### config.mk
export PLATFORM = sky130hd
export DESIGN_NAME = ir_pulse_width_frame_sender_top
export DESIGN_NICKNAME = d
export VERILOG_FILES = /design/src/hw/rtl/irpw_pkg.sv /design/src/hw/rtl/irpw_step.sv /design/src/hw/rtl/ir_pulse_width_frame_sender_top.sv
export SDC_FILE = /design/constraint.sdc
export NUM_CORES = 1
export LEC_CHECK = 0
export BUFFER_PORTS_ARGS = -buffer_cell sky130_fd_sc_hd__buf_2
export CELL_PAD_IN_SITES_DETAIL_PLACEMENT = 1
export CELL_PAD_IN_SITES_GLOBAL_PLACEMENT = 2
export CORE_UTILIZATION = 35
export CTS_CLUSTER_DIAMETER = 60
export CTS_CLUSTER_SIZE = 30
export DETAILED_ROUTE_END_ITERATION = 10
export HOLD_SLACK_MARGIN = 0.12
export PLACE_DENSITY_LB_ADDON = 0.1
export SLEW_MARGIN = 10
export SYNTH_ARGS = -nofsm -noshare
export SYNTH_HDL_FRONTEND = slang
export SYNTH_SLANG_ARGS = --single-unit
### constraint.sdc
create_clock -name clk -period 3.55 [get_ports clk]
set_input_delay 0.5325 -clock clk [delete_from_list [all_inputs] [get_ports clk]]
set_output_delay 0.5325 -clock clk [all_outputs]
set_load 0.05 [all_outputs]
### src/hw/rtl/irpw_pkg.sv
package irpw_pkg;

  localparam int TickCountBits = 12;
  localparam int TickMax       = (1 << TickCountBits) - 1;
  localparam int CfgW          = 12;
  localparam int SampleW       = 10;
  localparam int CodeW         = 8;
  localparam int CfgIdxW       = 8;
  localparam int InDataW       = 24;
  localparam int OutDataW      = 16;

  localparam logic [CfgIdxW-1:0] RegStartBurst = CfgIdxW'(0);
  localparam logic [CfgIdxW-1:0] RegStartSpace = CfgIdxW'(1);
  localparam logic [CfgIdxW-1:0] RegOneBurst   = CfgIdxW'(2);
  localparam logic [CfgIdxW-1:0] RegZeroBurst  = CfgIdxW'(3);
  localparam logic [CfgIdxW-1:0] RegBitGap     = CfgIdxW'(4);

  localparam logic [CodeW-1:0] OddCodeBase = CodeW'(128);

  typedef enum logic [2:0] {
    PH_IDLE        = 3'd0,
    PH_START_BURST = 3'd1,
    PH_START_SPACE = 3'd2,
    PH_BIT_BURST   = 3'd3,
    PH_BIT_GAP     = 3'd4
  } phase_t;

  typedef struct packed {
    phase_t                   phase;
    logic [TickCountBits-1:0] ticks_left;
    logic [2:0]               bit_index;
    logic [CodeW-1:0]         tx_shift;
    logic                     parity;
  } state_t;

  typedef struct packed {
    logic [CfgW-1:0] start_burst;
    logic [CfgW-1:0] start_space;
    logic [CfgW-1:0] one_burst;
    logic [CfgW-1:0] zero_burst;
    logic [CfgW-1:0] bit_gap;
  } cfg_t;

  typedef struct packed {
    logic [CodeW-1:0] sent_code;
    logic             frame_done;
    logic             request_dropped;
    logic             busy_res;
    logic             carrier_enable;
  } result_t;

  // zero acts as one tick, values above the counter saturate
  function automatic logic [TickCountBits-1:0] seg_len(logic [CfgW-1:0] v);
    logic [31:0] w;
    w = 32'(v);
    if (w == 32'd0) begin
      w = 32'd1;
    end else if (w > 32'(TickMax)) begin
      w = 32'(TickMax);
    end
    return w[TickCountBits-1:0];
  endfunction

endpackage

### src/hw/rtl/irpw_step.sv
module irpw_step import irpw_pkg::*; (
  input  state_t             state_cur,
  input  cfg_t               cfg,
  input  logic               req,
  input  logic [SampleW-1:0] accel_sample,
  input  logic [SampleW-1:0] turn_sample,
  output state_t             state_nxt,
  output result_t            result
);

  logic [TickCountBits-1:0] ticks_dec;
  logic                     seg_end;
  logic [2:0]               idx_inc;
  logic                     next_bit;
  logic                     new_parity;

  assign ticks_dec  = (state_cur.ticks_left != '0) ?
                      state_cur.ticks_left - TickCountBits'(1) : state_cur.ticks_left;
  assign seg_end    = (ticks_dec == '0);
  assign idx_inc    = state_cur.bit_index + 3'd1;
  assign next_bit   = state_cur.tx_shift[~idx_inc];
  assign new_parity = ~state_cur.parity;

  always_comb begin
    state_nxt = state_cur;
    if (req) begin
      if (state_cur.phase == PH_IDLE) begin
        state_nxt.parity     = new_parity;
        state_nxt.tx_shift   = new_parity ?
                               (CodeW'(turn_sample[SampleW-1:3]) + OddCodeBase) :
                               CodeW'(accel_sample[SampleW-1:3]);
        state_nxt.phase      = PH_START_BURST;
        state_nxt.ticks_left = seg_len(cfg.start_burst);
        state_nxt.bit_index  = 3'd0;
      end
    end else if (state_cur.phase != PH_IDLE) begin
      state_nxt.ticks_left = ticks_dec;
      if (seg_end) begin
        unique case (state_cur.phase)
          PH_START_BURST: begin
            state_nxt.phase      = PH_START_SPACE;
            state_nxt.ticks_left = seg_len(cfg.start_space);
          end
          PH_START_SPACE: begin
            state_nxt.phase      = PH_BIT_BURST;
            state_nxt.bit_index  = 3'd0;
            state_nxt.ticks_left = seg_len(state_cur.tx_shift[CodeW-1] ?
                                           cfg.one_burst : cfg.zero_burst);
          end
          PH_BIT_BURST: begin
            state_nxt.phase      = PH_BIT_GAP;
            state_nxt.ticks_left = seg_len(cfg.bit_gap);
          end
          PH_BIT_GAP: begin
            if (state_cur.bit_index == 3'd7) begin
              state_nxt.phase     = PH_IDLE;
              state_nxt.bit_index = 3'd0;
            end else begin
              state_nxt.phase      = PH_BIT_BURST;
              state_nxt.bit_index  = idx_inc;
              state_nxt.ticks_left = seg_len(next_bit ? cfg.one_burst : cfg.zero_burst);
            end
          end
          PH_IDLE: begin
            state_nxt.phase = PH_IDLE;
          end
        endcase
      end
    end
  end

  always_comb begin
    result                 = '0;
    result.sent_code       = state_nxt.tx_shift;
    if (req) begin
      result.busy_res        = 1'b1;
      result.request_dropped = (state_cur.phase != PH_IDLE);
    end else if (state_cur.phase != PH_IDLE) begin
      result.busy_res       = 1'b1;
      result.carrier_enable = (state_cur.phase == PH_START_BURST) ||
                              (state_cur.phase == PH_BIT_BURST);
      result.frame_done     = seg_end && (state_cur.phase == PH_BIT_GAP) &&
                              (state_cur.bit_index == 3'd7);
    end
  end

endmodule

### src/hw/rtl/ir_pulse_width_frame_sender_top.sv
// An accepted item's result is registered in the output register.
// Throughput: one item per cycle; the output register is the only stage and
// takes a new result whenever it is empty or being drained in the same cycle.
// Reset (rst_n low, synchronous): idle, counters and parity cleared, timing
// registers back to 525/525/420/210/115, output register empty.
module ir_pulse_width_frame_sender_top import irpw_pkg::*; (
  input  logic                clk,
  input  logic                rst_n,
  input  logic                in_tvalid,
  output logic                in_tready,
  input  logic [InDataW-1:0]  in_tdata,   // accel_sample[9:0], turn_sample[19:10], zero pad
  input  logic                in_tuser,   // req_type
  output logic                out_tvalid,
  input  logic                out_tready,
  output logic [OutDataW-1:0] out_tdata,  // carrier_enable, busy_res, request_dropped,
                                          // frame_done, sent_code[11:4], zero pad
  input  logic                cfg_valid,
  output logic                cfg_ready,
  input  logic [CfgIdxW-1:0]  cfg_index,
  input  logic [CfgW-1:0]     cfg_data
);

  state_t  state_r, state_nxt;
  cfg_t    cfg_r;
  result_t result_nxt, result_r;
  logic    out_valid_r;
  logic    in_fire;

  assign in_tready = !out_valid_r || out_tready;
  assign in_fire   = in_tvalid && in_tready;
  assign cfg_ready = 1'b1;

  irpw_step u_step (
    .state_cur    (state_r),
    .cfg          (cfg_r),
    .req          (in_tuser),
    .accel_sample (in_tdata[SampleW-1:0]),
    .turn_sample  (in_tdata[2*SampleW-1:SampleW]),
    .state_nxt    (state_nxt),
    .result       (result_nxt)
  );

  always_ff @(posedge clk) begin
    if (!rst_n) begin
      state_r.phase      <= PH_IDLE;
      state_r.ticks_left <= '0;
      state_r.bit_index  <= '0;
      state_r.tx_shift   <= '0;
      state_r.parity     <= 1'b0;
    end else if (in_fire) begin
      state_r <= state_nxt;
    end
  end

  always_ff @(posedge clk) begin
    if (!rst_n) begin
      cfg_r.start_burst <= CfgW'(525);
      cfg_r.start_space <= CfgW'(525);
      cfg_r.one_burst   <= CfgW'(420);
      cfg_r.zero_burst  <= CfgW'(210);
      cfg_r.bit_gap     <= CfgW'(115);
    end else if (cfg_valid) begin
      unique case (cfg_index)
        RegStartBurst: cfg_r.start_burst <= cfg_data;
        RegStartSpace: cfg_r.start_space <= cfg_data;
        RegOneBurst:   cfg_r.one_burst   <= cfg_data;
        RegZeroBurst:  cfg_r.zero_burst  <= cfg_data;
        RegBitGap:     cfg_r.bit_gap     <= cfg_data;
        default: ;
      endcase
    end
  end

  always_ff @(posedge clk) begin
    if (!rst_n) begin
      out_valid_r <= 1'b0;
    end else if (in_fire) begin
      out_valid_r <= 1'b1;
    end else if (out_tready) begin
      out_valid_r <= 1'b0;
    end
  end

  always_ff @(posedge clk) begin
    if (in_fire) begin
      result_r <= result_nxt;
    end
  end

  assign out_tvalid = out_valid_r;
  assign out_tdata  = OutDataW'(result_r);

endmodule
Word-level counts from Yosys, hierarchy flattened
Index checks and enable logic that the tools add are counted.

Register bits: 100. Input port bits: 50. Output and inout bits: 19. Word-level logic and storage cells: 88.

Add/sub/neg operators: 3. Magnitude comparators: 1. Equality and inequality tests: 10. Mux-type cells: 25. Bitwise logic cells: 3. Reductions and logical operators: 30.

Operators with widths (count): $mux 12 (9); $logic_not 12->1 (6); $mux 18 (3); $pmux 12 s4 (1); $mux 27 (1); $eq 8x2->1 const B (2); $pmux 3 s5 (1); $reduce_bool 12->1 (1); $sub 12x1->12 const B (1); $reduce_and 2->1 (5); $mux 9 (1); $add 7x8->8 const B (1); $eq 8x1->1 const B (1); $eq 8x3->1 const B (1); $logic_not 8->1 (1); $mux 8 (1); $eq 3x2->1 const B (2); $eq 3x3->1 const B (2); $pmux 3 s2 (1); $reduce_and 3->1 (2); $reduce_bool 2->1 (3); $reduce_bool 3->1 (2); $reduce_and 5->1 (1); $lt 3x4->1 const B (1); 15 further kinds (22).

Logic depth before layout (Yosys ltp)
Gate-level depths: netlist of run 1.

Depth after elaboration: 12. Depth in mapped cells: 11. Mapped depth without buffers: 9.

Hierarchy
Synthesis of run 1 repeated with hierarchy kept, for this count alone.

Cell total of the unflattened synthesis: 725. Area total of the unflattened synthesis: 5960.7 um2.

By module, submodules not included: ir_pulse_width_frame_sender_top (times used 1, cells an instance 374, area an instance 3714.8 um2, seq. area each 2122.0 um2); irpw_step (times used 1, cells an instance 351, area an instance 2245.9 um2, seq. area each 0.0 um2).

Worst setup path before layout of run 1
OpenSTA, ideal clock, no wires.

Path type: reg-to-reg. Start: register state_r[15] (netlist bit). End: register state_r[25] (netlist bit). Setup time: 0.061 ns. Arrival time: 2.575 ns. Data required time: 3.489 ns. Path slack: 0.914 ns. Stages on the path, launching flop included: 11. Path buffers: 3. Clock period less this slack: 2.636 ns. Cell sequence: dfxtp_1 > buf_6 > or4_4 > buf_6 > o31a_1 > or4_1 > a21oi_2 > and3_1 > buf_6 > a21oi_2 > and4b_1.

Word-level cells in the longest chain between the ends: 5. Elaborated cells between the ends (all ways): 6. Classes of those cells: 1 x add/sub; 1 x mux; 4 x reduce/logical.

Ends and longest elaborated chain: start: declaration (RTL line ir_pulse_width_frame_sender_top.sv:23) `state_t state_r, state_nxt;`; start signal: assignment (RTL line ir_pulse_width_frame_sender_top.sv:51) `state_r <= state_nxt;`; $sub 12x1->12 or $reduce_bool 12->1 (tied branches) (RTL line irpw_step.sv:18, irpw_step.sv:17); $mux 12 (*) (RTL line irpw_step.sv:17) `assign ticks_dec = (state_cur.ticks_left != '0) ?`; $logic_not 12->1 (*) (RTL line irpw_step.sv:19) `assign seg_end = (ticks_dec == '0);`; $reduce_bool 2->1 (no source line) (*); $reduce_and 4->1 (no source line) (*).

Every way passes the cells marked *; elsewhere a longest branch is shown, timed or not. A chain may end at the register's enable or synchronous reset.

Worst setup path after layout of run 1
Start: register state_r[12] (netlist bit). End: register state_r[18] (netlist bit).

Word-level cells in the longest chain between the ends: 7. Elaborated cells between the ends (all ways): 9. Classes of those cells: 1 x add/sub; 6 x mux; 2 x reduce/logical.

Ends and longest elaborated chain: $sub 12x1->12 or $reduce_bool 12->1 (tied branches) (RTL line irpw_step.sv:18, irpw_step.sv:17); $mux 12 (*) (RTL line irpw_step.sv:17); $mux 12 (RTL line irpw_step.sv:55) `if (state_cur.bit_index == 3'd7) begin`; $pmux 12 s4 (RTL line irpw_step.sv:39) `unique case (state_cur.phase)`; $mux 18 (*) (RTL line irpw_step.sv:38) `if (seg_end) begin`; $mux 18 (*) (RTL line irpw_step.sv:36) `end else if (state_cur.phase != PH_IDLE) begin`; $mux 18 (*) (RTL line irpw_step.sv:26) `if (req) begin`.

Every way passes the cells marked *; elsewhere a longest branch is shown, timed or not. The select of a mux whose other input is x is not followed.

==> key figures, run 1 <==
Global route
  • First-pass GRT wire length: between 20000 and 30000 µm
  • GRT Overall Usage: 20.8%
  • Initial antenna violation count: 0
  • Vias in the first global route: about 4900
  • Grt total ovfl: 0
  • Largest net degree at the start of global routing: 63

Place
  • Dpl cells: 866
  • Pre-CTS setup slack: 0.322 ns
  • Post-Place Cell Area: 5930 µm²
  • Port Buf Inserts: 53
  • Gpl congestion: 0.801
  • Dpl hpwl: 12100 µm

Route
  • DR vias/cell: roughly 5.4
  • Remaining routing DRC violations: 0
  • DRT Pass-1 Iters: 4
  • Wire per inst: about 18 µm
  • Routed WL: 16100 µm
  • ANT nets after route: 0
  • Vias: between 4000 and 5000
  • Detailed Route Iter0 Violations: 280

Timing
  • Worst-Margin Slew: ~0.78 ns
  • Final worst setup slack: 0.412 ns
  • Final clock skew: 0.0111 ns
  • Fraction of the cycle the final worst path needs: 88.4%
  • Final hold vios: 0
  • Pins Over Slew Limit: 0
  • Fmax: around 320 MHz
  • Setup violators final: 0
  • Tmin final: 3.14 ns
  • RSZ-0062 raised after global routing: no
  • Worst Hold Margin: 0.458 ns
  • Setup_tns: 0 ns
  • Slew headroom: 47.4%

Synthesis
  • FFs w/ async S/R, synth: 0%
  • Most area-hungry cell type in the Yosys netlist: dfxtp_1
  • Mapped Area: 5500 µm²
  • Yosys reg bits: 100
  • Most common library cells after synthesis: nand2_1 (97), dfxtp_1 (88), mux2i_1 (75)
  • Synth cell types: 58
  • Syn avg cell area: 8.66 µm²
  • EDFF count, synth: 12
  • Synth top area cells: dfxtp_1 (32%), mux2i_1 (14%), nand2_1 (6.6%), edfxtp_1 (6.6%), nor2b_1 (2.8%)
  • Synth warn: 0
  • Share of the synthesized area in the top cell type: 32.0%
  • Most frequent cell after synthesis: nand2_1
  • Mapped Cells: 635
  • Sequential fraction of the synthesis area: 38.6%
  • Post-synth top flop: dfxtp_1

Floorplan
  • Row cnt: 45
  • Die Wd: 127 µm
  • Die area: approximately 16000 µm²
  • Starting density of the core: 36.0%
  • Core footprint: roughly 15000 µm²
  • # IOs: 69
  • Die Ht: roughly 130 µm

Finish
  • Final Non-Filler Cells: 880
  • FF+latch area: 2120 µm²
  • Share of layout cells above drive strength 1: 15.4%
  • Synth-to-Final Area Change: 13.1%
  • Fill count: 1797
  • Nets: 722
  • Final Instance Area: 6220 µm²
  • # diodes: 0
  • Layout Utilization: 40.7%
  • Area of the multi-input gates: just over 3000 µm²

Power
  • Net Sw Power: 0.741 mW
  • Reg power frac: between 40% and 50%
  • P_leak: 2.39 nW
  • Pwr Total: around 2.6 mW
  • Comb pwr share: 16.9%
  • Power density over the cells: 424 nW/µm²
  • VDD IR-drop max: roughly 0.2 mV
  • Power Internal: 1.90 mW
  • Switching Share: between 20 and 30%
  • Clock share of power: 37.0%

Run status
  • Status: finished, final reports clean

Min path
  • Hold endpoint: out_tvalid
  • Hold path startpoint: in_tvalid
  • Worst hold path type: input pin to flop
  • Hold depth: 3

Critical path
  • Startpoint types: flop
  • R2R setup slack: around 0.41 ns
  • Path type of the worst setup path: flop to flop
  • Reg2Reg Depth: 9
  • Reg2reg end: state_r[18]
  • Signal arrival time at the worst endpoint: 3.40 ns
  • R2r startpoint: state_r[12]
  • Req. time, crit path: approximately 3.8 ns
  • CP max FO: 10
  • Crit end category: flop

Clocking
  • TritonCTS Buffers: 9
  • Root Buffer: clkbuf_16
  • Post CTS Setup Buffer Count: 0
  • # clock sinks: 100
  • CTS clk-pin slew, worst paths: 0.07 ns
  • Post-CTS Hold Fix Bufs: 0
  • CTS resizes: 0
  • CTS tree: yes
  • Worst skew pair latency: approximately 0.35 ns
  • H-Tree Depth: 3
  • Clk buf depth: 2

Flow run
  • Max-cap violations: 0
-- sequential cells by signal (all words and copies together), names as in the netlist --
register / count
cfg_r: 60
state_r: 27
out_tvalid: 1
out_tdata: 12
-- final cells by class --
type / count / area share [%]
multi-input cells: 473 / 50.1
flip-flops and latches: 100 / 34.1
repair buffers: 69 / 6.20
well taps: 211 / 4.25
clock buffers: 12 / 3.97
inverters: 13 / 0.785
clock inverters: 2 / 0.604
-- metal layers --
metal | vias up | part of all wire [%] | track usage (%)
met5 | - | 0 | 0
met4 | 0 | 1.3 | 6.37
met3 | 12 | 2.9 | 2.97
met2 | 62 | 48 | 34.9
met1 | 2335 | 48 | 27.8
li1 | 2340 | - | -
-- cell families after synthesis --
family                     count (synthesis)  synth area share [%]
adders and majority gates                  6                  1.37
other                                      2                 0.137
AOI/OAI and AO/OA                        139                  17.2
xor gates and xnor gates                   4                 0.637
DFF                                      100                  38.6
muxes                                     86                  16.3
and+or+nand+nor                          233                  20.5
buffers and inverters                     65                  5.26
-- power groups by stage --
stage	Sequential [mW]	Combinational, mW	Clock, mW
after detailed placement	1.24	0.445	0
after global placement	1.24	0.436	0
final	1.22	0.446	0.976
after CTS	1.22	0.447	1.01
after global routing	1.22	0.487	1.05
after floorplan	1.26	0.296	0
-- critical path, cell delays in order (launching register included) --
cell and delay (ns):
dfxtp_1 0.36, inv_1 0.12, ha_1 0.29, or4b_1 0.54
nor4_1 0.29, o31ai_1 0.15, a2111oi_2 0.56, and3_2 0.42
nand3_1 0.12, a31oi_1 0.21
-- how the worst max path moves through the flow --
stage,from,endpoint,slack [ns],cells past startpoint
final,state_r[12],state_r[18],0.41,9
after global routing,state_r[12],state_r[23],0.09,9
after CTS,state_r[12],state_r[18],0.30,9
after detailed placement,state_r[12],state_r[18],0.32,9
after global placement,state_r[12],state_r[20],0.49,9
after floorplan,state_r[15],state_r[25],0.91,10
-- placed cells by master (no fill, tap or decap), types with 5 or more instances in the layout --
cell and instances:
nor2_1 33, clkbuf_16 9, o211a_1 7, dfxtp_1 88
nor3_1 12, o22ai_1 13, nand2_1 97, inv_1 13
mux2_2 9, a21oi_1 25, nor2b_1 25, o31ai_1 5
o21ai_0 27, a21boi_0 18, ha_1 6, buf_4 16
nor4_1 14, buf_2 53, a211oi_1 6, conb_1 5
nand3_1 17, mux2i_1 75, a31oi_1 11, edfxtp_1 12
Power figures use the tool's default switching activity.
==> run 2: changes to the inputs <==
--- a/config.mk
+++ b/config.mk
@@ -8,7 +8,8 @@
 export BUFFER_PORTS_ARGS = -buffer_cell sky130_fd_sc_hd__buf_2
 export CELL_PAD_IN_SITES_DETAIL_PLACEMENT = 1
 export CELL_PAD_IN_SITES_GLOBAL_PLACEMENT = 2
-export CORE_UTILIZATION = 35
+export CORE_ASPECT_RATIO = 1.2
+export CORE_UTILIZATION = 32
 export CTS_CLUSTER_DIAMETER = 60
 export CTS_CLUSTER_SIZE = 30
 export DETAILED_ROUTE_END_ITERATION = 10
==> constraint.sdc (replaced) <==
create_clock -name clk -period 2.8 [get_ports clk]
set_input_delay 0.42 -clock clk [delete_from_list [all_inputs] [get_ports clk]]
set_output_delay 0.42 -clock clk [all_outputs]
set_load 0.05 [all_outputs]
==> run 2 against run 1 <==
  * Sequential share of layout area is 1.4 points lower
  * Worst setup slack worse by 0.34 ns
  * Final area is 4.2% higher
  * Non-clock buffer count is 19 higher
  * Worst hold slack worse by 0.14 ns
  * Register-to-register slack got worse by 0.34 ns
  * Via count increased by 1.1%
==> key figures, run 2 (synthesis gave the netlist of run 1 again) <==
Min path
  • Hold depth: 3 (unchanged)
  • Worst hold path type: input pin to flop (unchanged)

Route
  • Routed WL: 16800 µm (was 16100 µm)
  • Metal-1 WL: 7800 µm (was 7710 µm)
  • DR vias/cell: 5.30 (was 5.40)
  • DRT Pass-1 Iters: 4 (unchanged)
  • Remaining routing DRC violations: 0 (unchanged)
  • Vias: 4803 (was 4749)
  • Detailed Route Iter0 Violations: 266 (was 280)
  • Met2 Wirelength: 8140 µm (was 7690 µm)
  • ANT nets after route: 0 (unchanged)
  • Met3 wire len: 482 µm (was 461 µm)
  • Wire per inst: 18.5 µm (was 18.3 µm)
  • DR top layer: met4 (unchanged)

Critical path
  • Startpoint types: flop (unchanged)
  • Signal arrival time at the worst endpoint: 3.03 ns (was 3.40 ns)
  • Reg2Reg Depth: 8 (was 9)
  • Req. time, crit path: 3.10 ns (was 3.81 ns)
  • CP max FO: 10 (unchanged)
  • Crit end category: flop (unchanged)
  • Path type of the worst setup path: flop to flop (unchanged)

Power
  • VDD IR-drop max: 0.281 mV (was 0.205 mV)
  • P_leak: 2.51 nW (was 2.39 nW)
  • Power density over the cells: 524 nW/µm² (was 424 nW/µm²)

Finish
  • Nets: 741 (was 722)
  • # diodes: 0 (unchanged)
  • Most common cell after layout, fill and taps aside: nand2_1 (unchanged)
  • Most frequent cells in the layout: nand2_1 (97), dfxtp_1 (88), mux2i_1 (75) (unchanged)
  • Layout Utilization: 38.5% (was 40.7%)
  • Biggest register: cfg_r (unchanged)
  • Share of layout cells above drive strength 1: 20.3% (was 15.4%)
  • Number of flip-flops in the largest register: 60 (unchanged)
  • Final Instance Area: 6480 µm² (was 6220 µm²)
  • Synth-to-Final Area Change: 17.9% (was 13.1%)
  • Fill count: 1976 (was 1797)

Floorplan
  • Die Ht: 146 µm (was 127 µm)
  • # IOs: 69 (unchanged)
  • Starting density of the core: 32.6% (was 36.0%)
  • Die area: 17700 µm² (was 16200 µm²)
  • Die Wd: 122 µm (was 127 µm)
  • Core footprint: 16900 µm² (was 15300 µm²)
  • Row cnt: 52 (was 45)

Clocking
  • H-Tree Depth: 3 (unchanged)
  • Post-CTS Hold Fix Bufs: 0 (unchanged)
  • Clk buf depth: 2 (unchanged)
  • # clock sinks: 100 (unchanged)
  • Root Buffer: clkbuf_16 (unchanged)
  • CTS tree: yes (unchanged)
  • CTS clk-pin slew, worst paths: 0.07 ns (about the same)
  • TritonCTS Buffers: 9 (unchanged)
  • Worst skew pair latency: 0.36 ns (was 0.35 ns)

Timing
  • Final worst setup slack: 0.0693 ns (was 0.412 ns)
  • Slew headroom: 46.0% (was 47.4%)
  • Final clock skew: 0.00835 ns (was 0.0111 ns)
  • Setup violators final: 0 (unchanged)
  • RSZ-0062 raised after global routing: no (unchanged)
  • Pins Over Slew Limit: 0 (unchanged)
  • Tmin final: 2.73 ns (was 3.14 ns)
  • Fraction of the cycle the final worst path needs: 97.5% (was 88.4%)
  • Worst-Margin Slew: 0.805 ns (was 0.784 ns)
  • Final hold vios: 0 (unchanged)
  • Worst Hold Margin: 0.318 ns (was 0.458 ns)
  • Fmax: 366 MHz (was 319 MHz)

Flow run
  • Max-cap violations: 0 (unchanged)

Run status
  • Status: finished, final reports clean (unchanged)

Place
  • Dpl hpwl: 12800 µm (was 12100 µm)
  • Pre-CTS setup slack: -0.0626 ns (was 0.322 ns)
  • Gpl congestion: 0.769 (was 0.801)
  • Post-Place Cell Area: 6100 µm² (was 5930 µm²)
  • Port Buf Inserts: 53 (unchanged)

Global route
  • Vias in the first global route: 5047 (was 4880)
  • First-pass GRT wire length: 27200 µm (was 26400 µm)
  • Grt total ovfl: 0 (unchanged)
  • Initial antenna violation count: 0 (unchanged)
  • GRT Overall Usage: 19.9% (was 20.8%)
  • Largest net degree at the start of global routing: 43 (was 63)
[run 2: changes by cell type in the layout (fill, tap and decap cells not counted), moves of 3 or more]
cell / before / now
buf_4: 16 / 33
clkinv_4: 0 / 3
o31ai_1: 5 / 2
o31ai_2: 0 / 3
[run 2: through the flow]
step | instances | setup TNS [ns] | power, mW
after global routing | 906 | 0 | 3.55
after detailed placement | 889 | -0.109 | 2.19
final | 906 | 0 | 3.40
after floorplan | 638 | 0 | 1.97
after CTS | 905 | 0 | 3.39
after global placement | 889 | 0 | 2.17
[run 2: repair_timing]
| item | CTS | global route |
|---|---|---|
| hold endpoints to repair | 0 | 0 |
| pin swaps | 0 | 5 |
| resized for setup | 3 | 18 |
| buffers inserted | 0 | 1 |
| setup endpoints to repair | 3 | 9 |
[run 2: cell type report]
| class | instances | area [µm²] | share of cell area (%) |
|---|---|---|---|
| clock buffers | 9 | 225 | 3.48 |
| clock inverters | 7 | 53.8 | 0.830 |
| inverters | 13 | 48.8 | 0.753 |
| multi-input cells | 473 | 3210 | 49.5 |
| flip-flops and latches | 100 | 2120 | 32.7 |
| well taps | 216 | 270 | 4.17 |
| repair buffers | 88 | 553 | 8.53 |
[run 2: path summary, 6_finish.rpt]
kind                             startpoint           to  slack (ns)
worst min register to register    cfg_r[12]    cfg_r[12]        0.47
worst min-delay path              in_tvalid   out_tvalid        0.32
worst max register to register  state_r[16]  state_r[25]        0.07
worst max-delay path            state_r[16]  state_r[25]        0.07
[run 2: per-layer routing]
| layer | vias up | GRT usage [%] |
|---|---|---|
| li1 | 2378 | - |
| met1 | 2340 | 26.0 |
| met2 | 67 | 32.6 |
| met3 | 18 | 3.29 |
| met4 | 0 | 7.35 |
| met5 | - | 0 |
[run 2: power breakdown]
part           total [mW]  internal (mW)  switching (mW)
Clock                1.19          0.606           0.587
Combinational       0.675          0.264           0.411
Sequential           1.53           1.49          0.0345
[run 2: critical path: stages, from the launching register on]
cell and delay (ns):
dfxtp_1 0.31, or4_4 0.61, o31a_1 0.35, or4_4 0.58
a21oi_4 0.19, and3_4 0.21, buf_12 0.12, a21oi_2 0.05
and4b_1 0.25
==> run 3: changes to the inputs <==
--- a/config.mk
+++ b/config.mk
@@ -6,14 +6,13 @@
 export NUM_CORES = 1
 export LEC_CHECK = 0
 export BUFFER_PORTS_ARGS = -buffer_cell sky130_fd_sc_hd__buf_2
-export CELL_PAD_IN_SITES_DETAIL_PLACEMENT = 1
-export CELL_PAD_IN_SITES_GLOBAL_PLACEMENT = 2
+export CELL_PAD_IN_SITES_DETAIL_PLACEMENT = 0
+export CELL_PAD_IN_SITES_GLOBAL_PLACEMENT = 1
 export CORE_ASPECT_RATIO = 1.2
-export CORE_UTILIZATION = 32
+export CORE_UTILIZATION = 40
 export CTS_CLUSTER_DIAMETER = 60
 export CTS_CLUSTER_SIZE = 30
 export DETAILED_ROUTE_END_ITERATION = 10
-export HOLD_SLACK_MARGIN = 0.12
 export PLACE_DENSITY_LB_ADDON = 0.1
 export SLEW_MARGIN = 10
 export SYNTH_ARGS = -nofsm -noshare
==> run 3 against run 2 <==
  * Sequential power about the same
  * Clock skew is essentially flat
  * Register-to-register slack gained 0.04 ns
  * Final area decreased by 1.7%
  * Maximum frequency increased by 1.6%
  * Worst hold slack better by 0.032 ns
  * Non-clock buffer count is 5 lower
  * Utilization grew 9.5 points
  * Clock power grew 7%
  * Routed wire length decreased by 10%
  * Critical path type unchanged
==> key figures, run 3 (synthesis gave the netlist of run 1 again) <==
Critical path
  • Worst Setup SP: state_r[17] (was state_r[16])
  • Cell mode on critical path: or4_4 (unchanged)
  • Crit-path leading delay family: simple AND/OR/NAND/NOR gates (unchanged)
  • CP max FO: 10 (unchanged)
  • Crit end category: flop (unchanged)
  • Startpoint types: flop (unchanged)
  • Path type of the worst setup path: flop to flop (unchanged)
  • Crit-path cells: or4_4 -> o31a_1 -> or4_4 -> a21oi_2 -> and3_4 -> buf_12 -> nand3_1 -> a31oi_1 (was or4_4 -> o31a_1 -> or4_4 -> a21oi_4 -> and3_4 -> buf_12 -> a21oi_2 -> and4b_1)
  • Signal arrival time at the worst endpoint: 2.95 ns (was 3.03 ns)
  • Slowest stage cell, crit path: or4_4 (unchanged)
  • CP bufs+invs: 1 (unchanged)
  • Req. time, crit path: 3.07 ns (was 3.10 ns)
  • Max incr delay on CP: 0.60 ns (was 0.61 ns)
  • R2r startpoint: state_r[17] (was state_r[16])

Min path
  • Hold path startpoint: in_tvalid (unchanged)
  • Worst hold path type: input pin to flop (unchanged)

Route
  • Routed WL: 15000 µm (was 16800 µm)
  • DRT Pass-1 Iters: 5 (was 4)
  • Remaining routing DRC violations: 0 (unchanged)
  • Wire per inst: 17.6 µm (was 18.5 µm)
  • DR vias/cell: 5.72 (was 5.30)
  • Vias: 4874 (was 4803)
  • Detailed Route Iter0 Violations: 194 (was 266)
  • ANT nets after route: 0 (unchanged)

Timing
  • Setup violators final: 0 (unchanged)
  • Final hold vios: 0 (unchanged)
  • RSZ-0062 raised after global routing: yes (was no)
  • Tmin final: 2.69 ns (was 2.73 ns)
  • Final clock skew: 0.00878 ns (was 0.00835 ns)
  • Slew headroom: 49.3% (was 46.0%)
  • Worst-Margin Slew: 0.756 ns (was 0.805 ns)
  • Fmax: 372 MHz (was 366 MHz)
  • Pins Over Slew Limit: 0 (unchanged)
  • Setup_tns: 0 ns (unchanged)
  • Fraction of the cycle the final worst path needs: 96.0% (was 97.5%)

Clocking
  • Post-CTS Hold Fix Bufs: 0 (unchanged)
  • TritonCTS Buffers: 9 (unchanged)
  • H-Tree Depth: 3 (unchanged)
  • CTS clk-pin slew, worst paths: 0.07 ns (about the same)
  • Worst skew pair latency: 0.34 ns (was 0.36 ns)
  • # clock sinks: 100 (unchanged)
  • Root Buffer: clkbuf_16 (unchanged)
  • Clk buf depth: 2 (unchanged)
  • CTS tree: yes (unchanged)

Power
  • Power Internal: 2.48 mW (was 2.36 mW)
  • VDD IR-drop max: 0.247 mV (was 0.281 mV)
  • Net Sw Power: 0.952 mW (was 1.03 mW)
  • Clock share of power: 37.0% (was 35.1%)
  • P_leak: 2.50 nW (was 2.51 nW)
  • Switching Share: 27.7% (was 30.4%)
  • Power density over the cells: 539 nW/µm² (was 524 nW/µm²)
  • Pwr Total: 3.43 mW (was 3.40 mW)
  • Reg power frac: 44.5% (was 45.0%)
  • Comb pwr share: 18.5% (was 19.9%)

Finish
  • Biggest register: cfg_r (unchanged)
  • Synth-to-Final Area Change: 15.9% (was 17.9%)
  • Layout Utilization: 47.9% (was 38.5%)
  • # diodes: 0 (unchanged)
  • Most frequent cells in the layout: nand2_1 (97), dfxtp_1 (88), mux2i_1 (74) (was nand2_1 (97), dfxtp_1 (88), mux2i_1 (75))
  • Share of layout cells above drive strength 1: 18.9% (was 20.3%)
  • Most common cell after layout, fill and taps aside: nand2_1 (unchanged)
  • Nets: 736 (was 741)
  • Number of flip-flops in the largest register: 60 (unchanged)
  • Final Non-Filler Cells: 852 (was 906)

Place
  • Dpl cells: 837 (was 889)
  • Gpl congestion: 0.811 (was 0.769)
  • Dpl hpwl: 11100 µm (was 12800 µm)
  • Port Buf Inserts: 53 (unchanged)

Floorplan
  • Core footprint: 13300 µm² (was 16900 µm²)
  • Die Ht: 130 µm (was 146 µm)
  • Row cnt: 46 (was 52)
  • # IOs: 69 (unchanged)
  • Starting density of the core: 41.4% (was 32.6%)
  • Die area: 14200 µm² (was 17700 µm²)
  • Die Wd: 109 µm (was 122 µm)

Global route
  • First-pass GRT wire length: 23900 µm (was 27200 µm)
  • Initial antenna violation count: 0 (unchanged)
  • Grt total ovfl: 0 (unchanged)
  • Vias in the first global route: 4636 (was 5047)
  • GRT Overall Usage: 21.8% (was 19.9%)
  • Largest net degree at the start of global routing: 51 (was 43)

Run status
  • Status: finished, final reports clean (unchanged)

Flow run
  • Max-cap violations: 0 (unchanged)
-- run 3: changes by cell type in the layout (fill, tap and decap cells not counted), moves of 3 or more --
| cell | change |
|---|---|
| o31ai_1 | +3 |
| o31ai_2 | -3 |
| clkinvlp_4 | -3 |
| buf_4 | -5 |
-- run 3: per-layer routing --
metal	global-route usage, %	routed length [µm]	vias to the layer above
li1	-	-	2371
met1	27.9	6640	2348
met2	37.1	7350	133
met3	2.88	709	22
met4	8.19	322	0
met5	0	0	-
-- run 3: path summary, 6_finish.rpt --
kind	to	slack, ns	cells after the start
worst max-delay path	state_r[20]	0.11	8
worst min-delay path	out_tvalid	0.35	3
worst max register to register	state_r[20]	0.11	8
worst min register to register	cfg_r[48]	0.47	2
-- run 3: worst register-to-register path: cells and delay by family, from the launching register on --
kind | cells | cell delay, ns
DFF | 1 | 0.31
buffers and inverters | 1 | 0.13
and+or+nand+nor | 4 | 1.45
AOI/OAI and AO/OA | 3 | 0.74
-- run 3: metrics by stage --
stage	hold slack [ns]	cell area [µm²]	setup slack, ns
6_report	0.349	6370	0.111
2_1_floorplan	0.441	5510	0.164
4_1_cts	0.338	6310	0.00227
3_5_place_dp	0.458	6010	0.0292
3_3_place_gp	0.453	6010	0.101
5_1_grt	0.353	6370	-0.0164
-- run 3: repair_timing --
item | CTS | global route
gates resized for setup | 0 | 14
endpoints found under the setup margin | 0 | 18
buffers inserted | 0 | 0
-- run 3: layout make-up --
type                    instances  area (µm²)
repair buffers                 83         515
fillers                      1327        6920
inverters                      13        48.8
clock buffers                  11         254
multi-input cells             473        3170
clock inverters                 4        48.8
well taps                     168         210
flip-flops and latches        100        2120
-- run 3: power groups by stage --
| stage | clock [mW] | sequential, mW | combinational [mW] |
|---|---|---|---|
| 2_1_floorplan | 0 | 1.60 | 0.375 |
| 3_3_place_gp | 0 | 1.56 | 0.595 |
| 3_5_place_dp | 0 | 1.56 | 0.600 |
| 4_1_cts | 1.31 | 1.53 | 0.602 |
| 5_1_grt | 1.36 | 1.53 | 0.686 |
| 6_report | 1.27 | 1.53 | 0.636 |
